$ cat config.mk
export PLATFORM = sky130hd
export DESIGN_NAME = rsa_char_modexp_core
export DESIGN_NICKNAME = d
export VERILOG_FILES = /design/src/design/rcm_pkg.sv /design/src/design/rsa_char_modexp_core.sv /design/src/design/rcm_datapath.sv /design/src/design/rcm_ctrl.sv
export SDC_FILE = /design/constraint.sdc
export NUM_CORES = 1
export LEC_CHECK = 0
export ABC_AREA = 1
export BUFFER_PORTS_ARGS = -buffer_cell sky130_fd_sc_hd__buf_2
export CELL_PAD_IN_SITES_DETAIL_PLACEMENT = 1
export CELL_PAD_IN_SITES_GLOBAL_PLACEMENT = 1
export CORE_AREA = 4 4 237 239
export CTS_CLUSTER_DIAMETER = 100
export DETAILED_ROUTE_END_ITERATION = 10
export DIE_AREA = 0 0 241 243
export PLACE_DENSITY = 0.72
export SLEW_MARGIN = 25
export SYNTH_ARGS = -nofsm -noshare
export SYNTH_HDL_FRONTEND = slang
export SYNTH_HIERARCHICAL = 1
export SYNTH_SLANG_ARGS = --single-unit
export TNS_END_PERCENT = 5
$ cat constraint.sdc
create_clock -name clk -period 7.3 [get_ports clk]
set_input_delay 1.46 -clock clk [delete_from_list [all_inputs] [get_ports clk]]
set_output_delay 1.46 -clock clk [all_outputs]
set_load 0.01 [all_outputs]
$ cat src/design/rcm_pkg.sv
// Shared constants, controller commands and status for the character modular exponentiation core
`timescale 1ns / 1ps
package rcm_pkg;
  localparam int unsigned LETTER_A = 97;
  localparam int unsigned CFG_IDX_W = 2;
  localparam logic [CFG_IDX_W-1:0] REG_MODULUS = 2'd0;
  localparam logic [CFG_IDX_W-1:0] REG_PUB_EXP = 2'd1;
  localparam logic [CFG_IDX_W-1:0] REG_PRIV_EXP = 2'd2;
  localparam logic FUNC_ENCRYPT = 1'b0;
  localparam logic FUNC_DECRYPT = 1'b1;

  typedef struct packed {
    logic load;      // latch item, start base reduction
    logic mul_start; // start one modular multiply
    logic sel_sq;    // multiply is a square (else acc*base)
    logic acc_write; // store multiply result in acc
    logic base_write;// store reduced base
    logic exp_shift; // advance exponent bit
    logic finish;    // fill the output register
  } rcm_cmd_t;

  typedef struct packed {
    logic mul_done;
    logic exp_bit;
    logic exp_zero;
    logic mod_small;
    logic out_busy;
  } rcm_stat_t;
endpackage

$ cat src/design/rsa_char_modexp_core.sv
// Top level of the character modular exponentiation core
//  channel | dir | handshake        | payload
//  s_axis  | in  | tvalid/tready    | tdata: func, plain_char, cipher_in
//  m_axis  | out | tvalid/tready    | tdata: cipher_out, char_out
//  cfg     | in  | cfg_we           | cfg_index, cfg_data
// One word takes a base reduction, 31 square rounds and up to 31 multiply rounds,
// each a 32-step bit-serial modular multiply.
// Reset is synchronous; registers return to modulus 2^31-1, exponents 3.
// The next word waits while the result sits unread in the output register.
`timescale 1ns / 1ps
module rsa_char_modexp_core #(
  parameter int unsigned MOD_BITS = 31
) (
  input  logic        clk,
  input  logic        rst,
  input  logic        s_axis_tvalid,
  output logic        s_axis_tready,
  input  logic [39:0] s_axis_tdata,  // func, plain_char[7:1], cipher_in[38:8], zero pad
  output logic        m_axis_tvalid,
  input  logic        m_axis_tready,
  output logic [39:0] m_axis_tdata,  // cipher_out[30:0], char_out[38:31], zero pad
  input  logic        cfg_we,
  input  logic [1:0]  cfg_index,
  input  logic [30:0] cfg_data
);
  import rcm_pkg::*;
  rcm_cmd_t  cmd;
  rcm_stat_t stat;
  logic [30:0] cipher_out;
  logic [7:0]  char_out;

  rcm_ctrl u_ctrl (
    .clk(clk), .rst(rst), .in_valid(s_axis_tvalid), .in_ready(s_axis_tready),
    .stat(stat), .cmd(cmd)
  );

  rcm_datapath #(.MOD_BITS(MOD_BITS)) u_dp (
    .clk(clk), .rst(rst), .cfg_en(cfg_we), .cfg_index(cfg_index), .cfg_data(cfg_data),
    .in_func(s_axis_tdata[0]), .in_char(s_axis_tdata[7:1]),
    .in_cipher(s_axis_tdata[38:8]), .cmd(cmd), .stat(stat),
    .out_take(m_axis_tvalid && m_axis_tready), .out_valid(m_axis_tvalid),
    .out_cipher(cipher_out), .out_char(char_out)
  );

  assign m_axis_tdata = {1'b0, char_out, cipher_out};

  a_one_cmd: assert property (@(posedge clk) disable iff (rst)
    !(cmd.load && cmd.mul_start)) else $error("load and multiply together");
  a_finish_free: assert property (@(posedge clk) disable iff (rst)
    cmd.finish |-> !stat.out_busy) else $error("output overwritten");
  a_ready_idle: assert property (@(posedge clk) disable iff (rst)
    (s_axis_tvalid && s_axis_tready) |=> !s_axis_tready) else $error("double accept");
endmodule

$ cat src/design/rcm_datapath.sv
// Datapath: operand registers, bit-serial modular multiplier and output register
`timescale 1ns / 1ps
module rcm_datapath #(
  parameter int unsigned MOD_BITS = 31
) (
  input  logic                clk,
  input  logic                rst,
  input  logic                cfg_en,
  input  logic [1:0]          cfg_index,
  input  logic [30:0]         cfg_data,
  input  logic                in_func,
  input  logic [6:0]          in_char,
  input  logic [30:0]         in_cipher,
  input  rcm_pkg::rcm_cmd_t   cmd,
  output rcm_pkg::rcm_stat_t  stat,
  input  logic                out_take,
  output logic                out_valid,
  output logic [30:0]         out_cipher,
  output logic [7:0]          out_char
);
  import rcm_pkg::*;
  localparam int unsigned W = MOD_BITS;

  logic [W-1:0] modulus;
  logic [30:0]  pub_exp, priv_exp;
  logic         func;
  logic [30:0]  exp_sh;
  logic         exp_none;
  logic [W-1:0] acc, base;
  logic [W:0]   mul_r;
  logic [W-1:0] mul_b;
  logic [31:0]  mul_a;
  logic [4:0]   mul_cnt;
  logic         mul_busy, mul_done;
  logic         neg_base;
  logic [W+1:0] dbl, dbl_sub, add_v, add_sub;
  logic [W:0]   r_dbl, r_add;

  // one shift-and-add step: double, add b on the top bit of a, reduce each time
  always_comb begin
    dbl = {mul_r, 1'b0};
    dbl_sub = dbl - {2'b00, modulus};
    r_dbl = dbl_sub[W+1] ? dbl[W:0] : dbl_sub[W:0];
    add_v = {1'b0, r_dbl} + (mul_a[31] ? {2'b00, mul_b} : '0);
    add_sub = add_v - {2'b00, modulus};
    r_add = add_sub[W+1] ? add_v[W:0] : add_sub[W:0];
  end

  always_ff @(posedge clk) begin
    if (rst) begin
      modulus <= W'(31'h7FFFFFFF);
      pub_exp <= 31'd3;
      priv_exp <= 31'd3;
      mul_busy <= 1'b0;
      mul_done <= 1'b0;
      out_valid <= 1'b0;
    end else begin
      if (cfg_en) begin
        case (cfg_index)
          REG_MODULUS:  modulus <= cfg_data[W-1:0];
          REG_PUB_EXP:  pub_exp <= cfg_data;
          REG_PRIV_EXP: priv_exp <= cfg_data;
          default: ;
        endcase
      end
      mul_done <= 1'b0;
      if (cmd.load || cmd.mul_start) begin
        mul_busy <= 1'b1;
        mul_cnt <= '0;
        mul_r <= '0;
      end else if (mul_busy) begin
        mul_r <= r_add;
        mul_a <= {mul_a[30:0], 1'b0};
        if (mul_cnt == 5'd31) begin
          mul_busy <= 1'b0;
          mul_done <= 1'b1;
        end
        mul_cnt <= mul_cnt + 1'b1;
      end
      if (cmd.finish) out_valid <= 1'b1;
      else if (out_take) out_valid <= 1'b0;
    end
    if (cmd.load) begin
      func <= in_func;
      exp_sh <= (in_func == FUNC_DECRYPT) ? priv_exp : pub_exp;
      exp_none <= (((in_func == FUNC_DECRYPT) ? priv_exp : pub_exp) == 31'd0);
      neg_base <= (in_func == FUNC_ENCRYPT) && (in_char < 7'(LETTER_A));
      // base reduced as base*1; a letter below 'a' reduces its distance
      mul_b <= W'(1);
      if (in_func == FUNC_DECRYPT) mul_a <= {1'b0, in_cipher};
      else if (in_char >= 7'(LETTER_A)) mul_a <= 32'(in_char - 7'(LETTER_A));
      else mul_a <= 32'(7'(LETTER_A) - in_char);
    end
    if (cmd.mul_start) begin
      mul_a <= 32'(acc);
      mul_b <= cmd.sel_sq ? acc : base;
    end
    if (cmd.base_write)
      base <= (neg_base && mul_r[W-1:0] != '0) ? modulus - mul_r[W-1:0] : mul_r[W-1:0];
    if (cmd.load) acc <= W'(1);
    else if (cmd.acc_write) acc <= mul_r[W-1:0];
    if (cmd.exp_shift) exp_sh <= {exp_sh[29:0], 1'b0};
    if (cmd.finish) begin
      logic [30:0] p;
      p = stat.exp_zero ? 31'd1 : (stat.mod_small ? 31'd0 : 31'(acc));
      out_cipher <= (func == FUNC_ENCRYPT) ? p : '0;
      out_char <= (func == FUNC_DECRYPT) ? 8'(p[7:0] + 8'(LETTER_A)) : '0;
    end
  end

  assign stat.mul_done = mul_done;
  assign stat.exp_bit = exp_sh[30];
  assign stat.exp_zero = exp_none;
  assign stat.mod_small = (modulus < W'(2));
  assign stat.out_busy = out_valid && !out_take;
endmodule

$ cat src/design/rcm_ctrl.sv
// Controller: sequences base reduction and square-and-multiply rounds
`timescale 1ns / 1ps
module rcm_ctrl (
  input  logic               clk,
  input  logic               rst,
  input  logic               in_valid,
  output logic               in_ready,
  input  rcm_pkg::rcm_stat_t stat,
  output rcm_pkg::rcm_cmd_t  cmd
);
  import rcm_pkg::*;
  localparam logic [2:0] S_IDLE = 3'd0, S_BASE = 3'd1, S_SQ = 3'd2, S_SQW = 3'd3,
                         S_MULW = 3'd4, S_DONE = 3'd5;
  logic [2:0] state, state_next;
  logic [4:0] round, round_next;
  logic       zero_e, zero_e_next;

  always_comb begin
    cmd = '0;
    state_next = state;
    round_next = round;
    zero_e_next = zero_e;
    in_ready = (state == S_IDLE);
    case (state)
      S_IDLE: if (in_valid) begin
        cmd.load = 1'b1;
        state_next = S_BASE;
      end
      S_BASE: if (stat.mul_done) begin
        cmd.base_write = 1'b1;
        zero_e_next = 1'b0;
        round_next = 5'd0;
        state_next = S_SQ;
      end
      S_SQ: begin
        cmd.mul_start = 1'b1;
        cmd.sel_sq = 1'b1;
        state_next = S_SQW;
      end
      S_SQW: if (stat.mul_done) begin
        cmd.acc_write = 1'b1;
        if (stat.exp_bit) state_next = S_MULW;
        else begin
          cmd.exp_shift = 1'b1;
          round_next = round + 1'b1;
          state_next = (round == 5'd30) ? S_DONE : S_SQ;
        end
      end
      S_MULW: begin
        if (!stat.mul_done && !zero_e) begin
          cmd.mul_start = 1'b1;
          zero_e_next = 1'b1;
        end else if (stat.mul_done) begin
          cmd.acc_write = 1'b1;
          cmd.exp_shift = 1'b1;
          zero_e_next = 1'b0;
          round_next = round + 1'b1;
          state_next = (round == 5'd30) ? S_DONE : S_SQ;
        end
      end
      S_DONE: if (!stat.out_busy) begin
        cmd.finish = 1'b1;
        state_next = S_IDLE;
      end
      default: state_next = S_IDLE;
    endcase
  end

  always_ff @(posedge clk) begin
    if (rst) begin
      state <= S_IDLE;
      round <= '0;
      zero_e <= 1'b0;
    end else begin
      state <= state_next;
      round <= round_next;
      zero_e <= zero_e_next;
    end
  end
endmodule
==> flow_summary_export.csv <==
group,metric,value,unit
placed_design,place_congestion,0.9075,
critical_path,crit_path_end_kind,"flip-flop",
timing,rsz0062_at_grt,"false",
critical_path,reg2reg_slack,0.62,ns
clock_tree,clk_pin_slew_worst_paths,0.05,ns
global_routing,grt_pass1_vias,21205,
critical_path,r2r_start,"u_dp/modulus[23]$_SDFFE_PP1P_",
route,wirelength,78460,um
power_and_ir_drop,p_int,7.352,mW
floorplanning,dieWidth,241,um
synth,postSynthCellCount,2970,
timing,period_share,91.55,%
synth,yosys_warnings,6,
outcome,status,"complete, no violations",
global_routing,grt_max_degree,91,
route,first_pass_iters,5,
floorplanning,pin_count,120,
clock_tree,clk_latency,0.56,ns
critical_path,slowest_stage,"dfxtp_1",
global_routing,grt_use_total,26.20,%
clock_tree,ctsHoldBuffers,0,
critical_path,cp.arrival,7.09,ns
global_routing,use_met2,41.08,%
clock_tree,cts_tree,"yes",
power_and_ir_drop,irDropWorstVdd,315.0,uV
global_routing,antenna_found_initial,0,
clock_tree,clock-sinks,340,
global_routing,grt_pass1_wl,121100,um
route,ant_nets,0,
floorplanning,dieArea,58560,sq um
critical_path,cp_common_cell,"nand2_1",
clock_tree,cts-htree-levels,2,
hold_path,hp-start,"u_dp/priv_exp[15]$_SDFFE_PP0P_",
power_and_ir_drop,switching_share,50.12,%
timing,slew_violations,0,
placed_design,port_buffers,117,
timing,hold_viol,0,
power_and_ir_drop,p_comb_share,64.5,%
power_and_ir_drop,p_seq_share,21.5,%
route,vias,20827,
power_and_ir_drop,p_total,14.74,mW
route,drt-initial-drc-count,1466,
synth,syn_area_per_cell,7.587,sq um
timing,worst_pin_slew,0.9844,ns
power_and_ir_drop,p_leak,11.55,nW
timing,min_period,6.683,ns
clock_tree,cts-root-buf,"clkbuf_16",
power_and_ir_drop,p_clk_share,14.0,%
timing,max_slew_margin,34.01,%
critical_path,setup.worst_path.start,"u_dp/modulus[23]$_SDFFE_PP1P_",
synth,syn_nets,3182,
critical_path,cp.required,7.71,ns
power_and_ir_drop,powerDensity,582.9,nW/um^2
route,wl_per_cell,20.71,um
global_routing,grt_util_met1,38.69,%
critical_path,path_class,"reg -> reg",
clock_tree,clock_path_buffers,3,
final_layout,diodes,0,
run,max_cap_viol_count,0,
critical_path,cp-start-kind,"flip-flop",
final_layout,layout-drive-gt1-share,11.51,%
critical_path,slowest_delay,0.45,ns
placed_design,dp_hpwl,60890,um
critical_path,worstPathMaxFanout,21,
route,vias_per_cell,5.498,
final_layout,final_nets,3272,
floorplanning,initial_core_util,41.87,%
hold_path,hold_class,"reg -> reg",
final_layout,area_delta_synth_final,12.22,%
power_and_ir_drop,power_switching,7.388,mW
global_routing,grt.busiest_layer,"met2",
global_routing,grt_overflow,0,
clock_tree,cts_buffers,41,
route,drc,0,
floorplanning,row_count,85,
floorplanning,dieHeight,243,um
timing,setup_viol,0,
floorplanning,core,53810,sq um
timing,final.setup.tns,0,ns
timing,fin_worst_skew,0.01619,ns
global_routing,met3_usage,3.145,%
timing,clock.fmax,149.6,MHz
synth,syn_area,22530,sq um
## placed cells by master (no fill, tap or decap), types with 6 or more instances in the layout
cell type / n
nor3_1: 19
o21ai_0: 219
ha_1: 130
edfxtp_1: 202
xnor2_1: 31
nand2_4: 9
nand3_2: 6
xor2_1: 64
nor4_1: 17
nand2_1: 709
nor2_1: 282
clkbuf_1: 8
o21ai_1: 9
nand3_1: 120
nand3b_1: 27
a21o_1: 11
buf_4: 37
o21bai_1: 13
a221oi_1: 26
buf_2: 117
dfxtp_1: 138
a31oi_1: 20
clkinv_2: 8
nand4_1: 27
o21a_1: 8
a21oi_2: 10
clkinv_1: 9
nor2_2: 36
inv_1: 320
o211ai_1: 37
a21oi_1: 231
or2_2: 14
inv_2: 14
a22oi_1: 27
clkbuf_16: 42
nand2_2: 22
## final cells by class
class                   count  area (sq um)
well taps                 696         870.8
flip-flops and latches    340          8828
fillers                  6625         28530
multi-input cells        2178         12010
repair buffers            159         954.7
clock inverters            24         251.5
clock buffers              51          1095
inverters                 340          1280
## power by group through the flow
stage | logic [mW] | registers [mW] | clock network, mW
after global placement | 9.09 | 3.17 | 0
after CTS | 9.41 | 3.17 | 2.11
after floorplan | 7.06 | 3.06 | 0
after global routing | 10.6 | 3.21 | 2.19
after detailed placement | 9.35 | 3.20 | 0
final | 9.50 | 3.18 | 2.06
## per-layer routing
| layer | share of wire [%] | vias to the layer above | routed length [um] |
|---|---|---|---|
| li1 | - | 10137 | - |
| met1 | 49 | 10168 | 38420 |
| met2 | 44 | 435 | 34870 |
| met3 | 4.3 | 87 | 3375 |
| met4 | 2.3 | 0 | 1804 |
| met5 | 0 | - | 0 |
## timing repair
item	in CTS	in global routing
resized for setup	0	13
hold endpoints to repair	0	0
endpoints found under the setup margin	0	32
buffers inserted	0	2
## critical path, delay by kind of cell, from the launching register on
| family | cells | cell delay (ns) |
|---|---|---|
| adder cells (fa/ha/maj) | 3 | 1.15 |
| flip-flops | 1 | 0.45 |
| AND/OR/NAND/NOR | 21 | 2.11 |
| buffers and inverters | 5 | 0.78 |
| AO/OA/AOI/OAI | 10 | 1.98 |
## sequential cells by signal, indices dropped and copies added, names as in the netlist, 3 cells and up
| register | count |
|---|---|
| u_dp/mul_a | 32 |
| u_dp/mul_r | 32 |
| u_dp/acc | 31 |
| u_dp/base | 31 |
| u_dp/exp_sh | 31 |
| u_dp/modulus | 31 |
| u_dp/mul_b | 31 |
| u_dp/out_cipher | 31 |
| u_dp/priv_exp | 31 |
| u_dp/pub_exp | 31 |
| u_dp/out_char | 8 |
| u_ctrl/round | 5 |
| u_dp/mul_cnt | 5 |
| u_ctrl/state | 3 |
## path summary, 6_finish.rpt
check / end / cells after the start
setup reg to reg: u_dp/mul_r[2]$_SDFFCE_PP0P_ / 39
hold reg to reg: u_dp/priv_exp[15]$_SDFFE_PP0P_ / 2
hold / removal: u_dp/priv_exp[15]$_SDFFE_PP0P_ / 2
setup / recovery: u_dp/mul_r[2]$_SDFFCE_PP0P_ / 39
## metrics by stage
stage / util [%] / cells / worst slack, ns / area [sq um] / hold slack (ns)
finish: 46.99 / 3788 / 0.6170 / 25290 / 0.4588
global route: 46.99 / 3788 / 0.002131 / 25290 / 0.4790
CTS: 46.88 / 3786 / 0.2178 / 25230 / 0.4564
detailed placement: 44.38 / 3711 / 0.2708 / 23880 / 0.4493
global placement: 44.37 / 3711 / 0.4536 / 23880 / 0.4382
floorplan: - / 2970 / 1.304 / 22530 / 0.4282
Note: power is estimated with default switching activity, not from simulation.
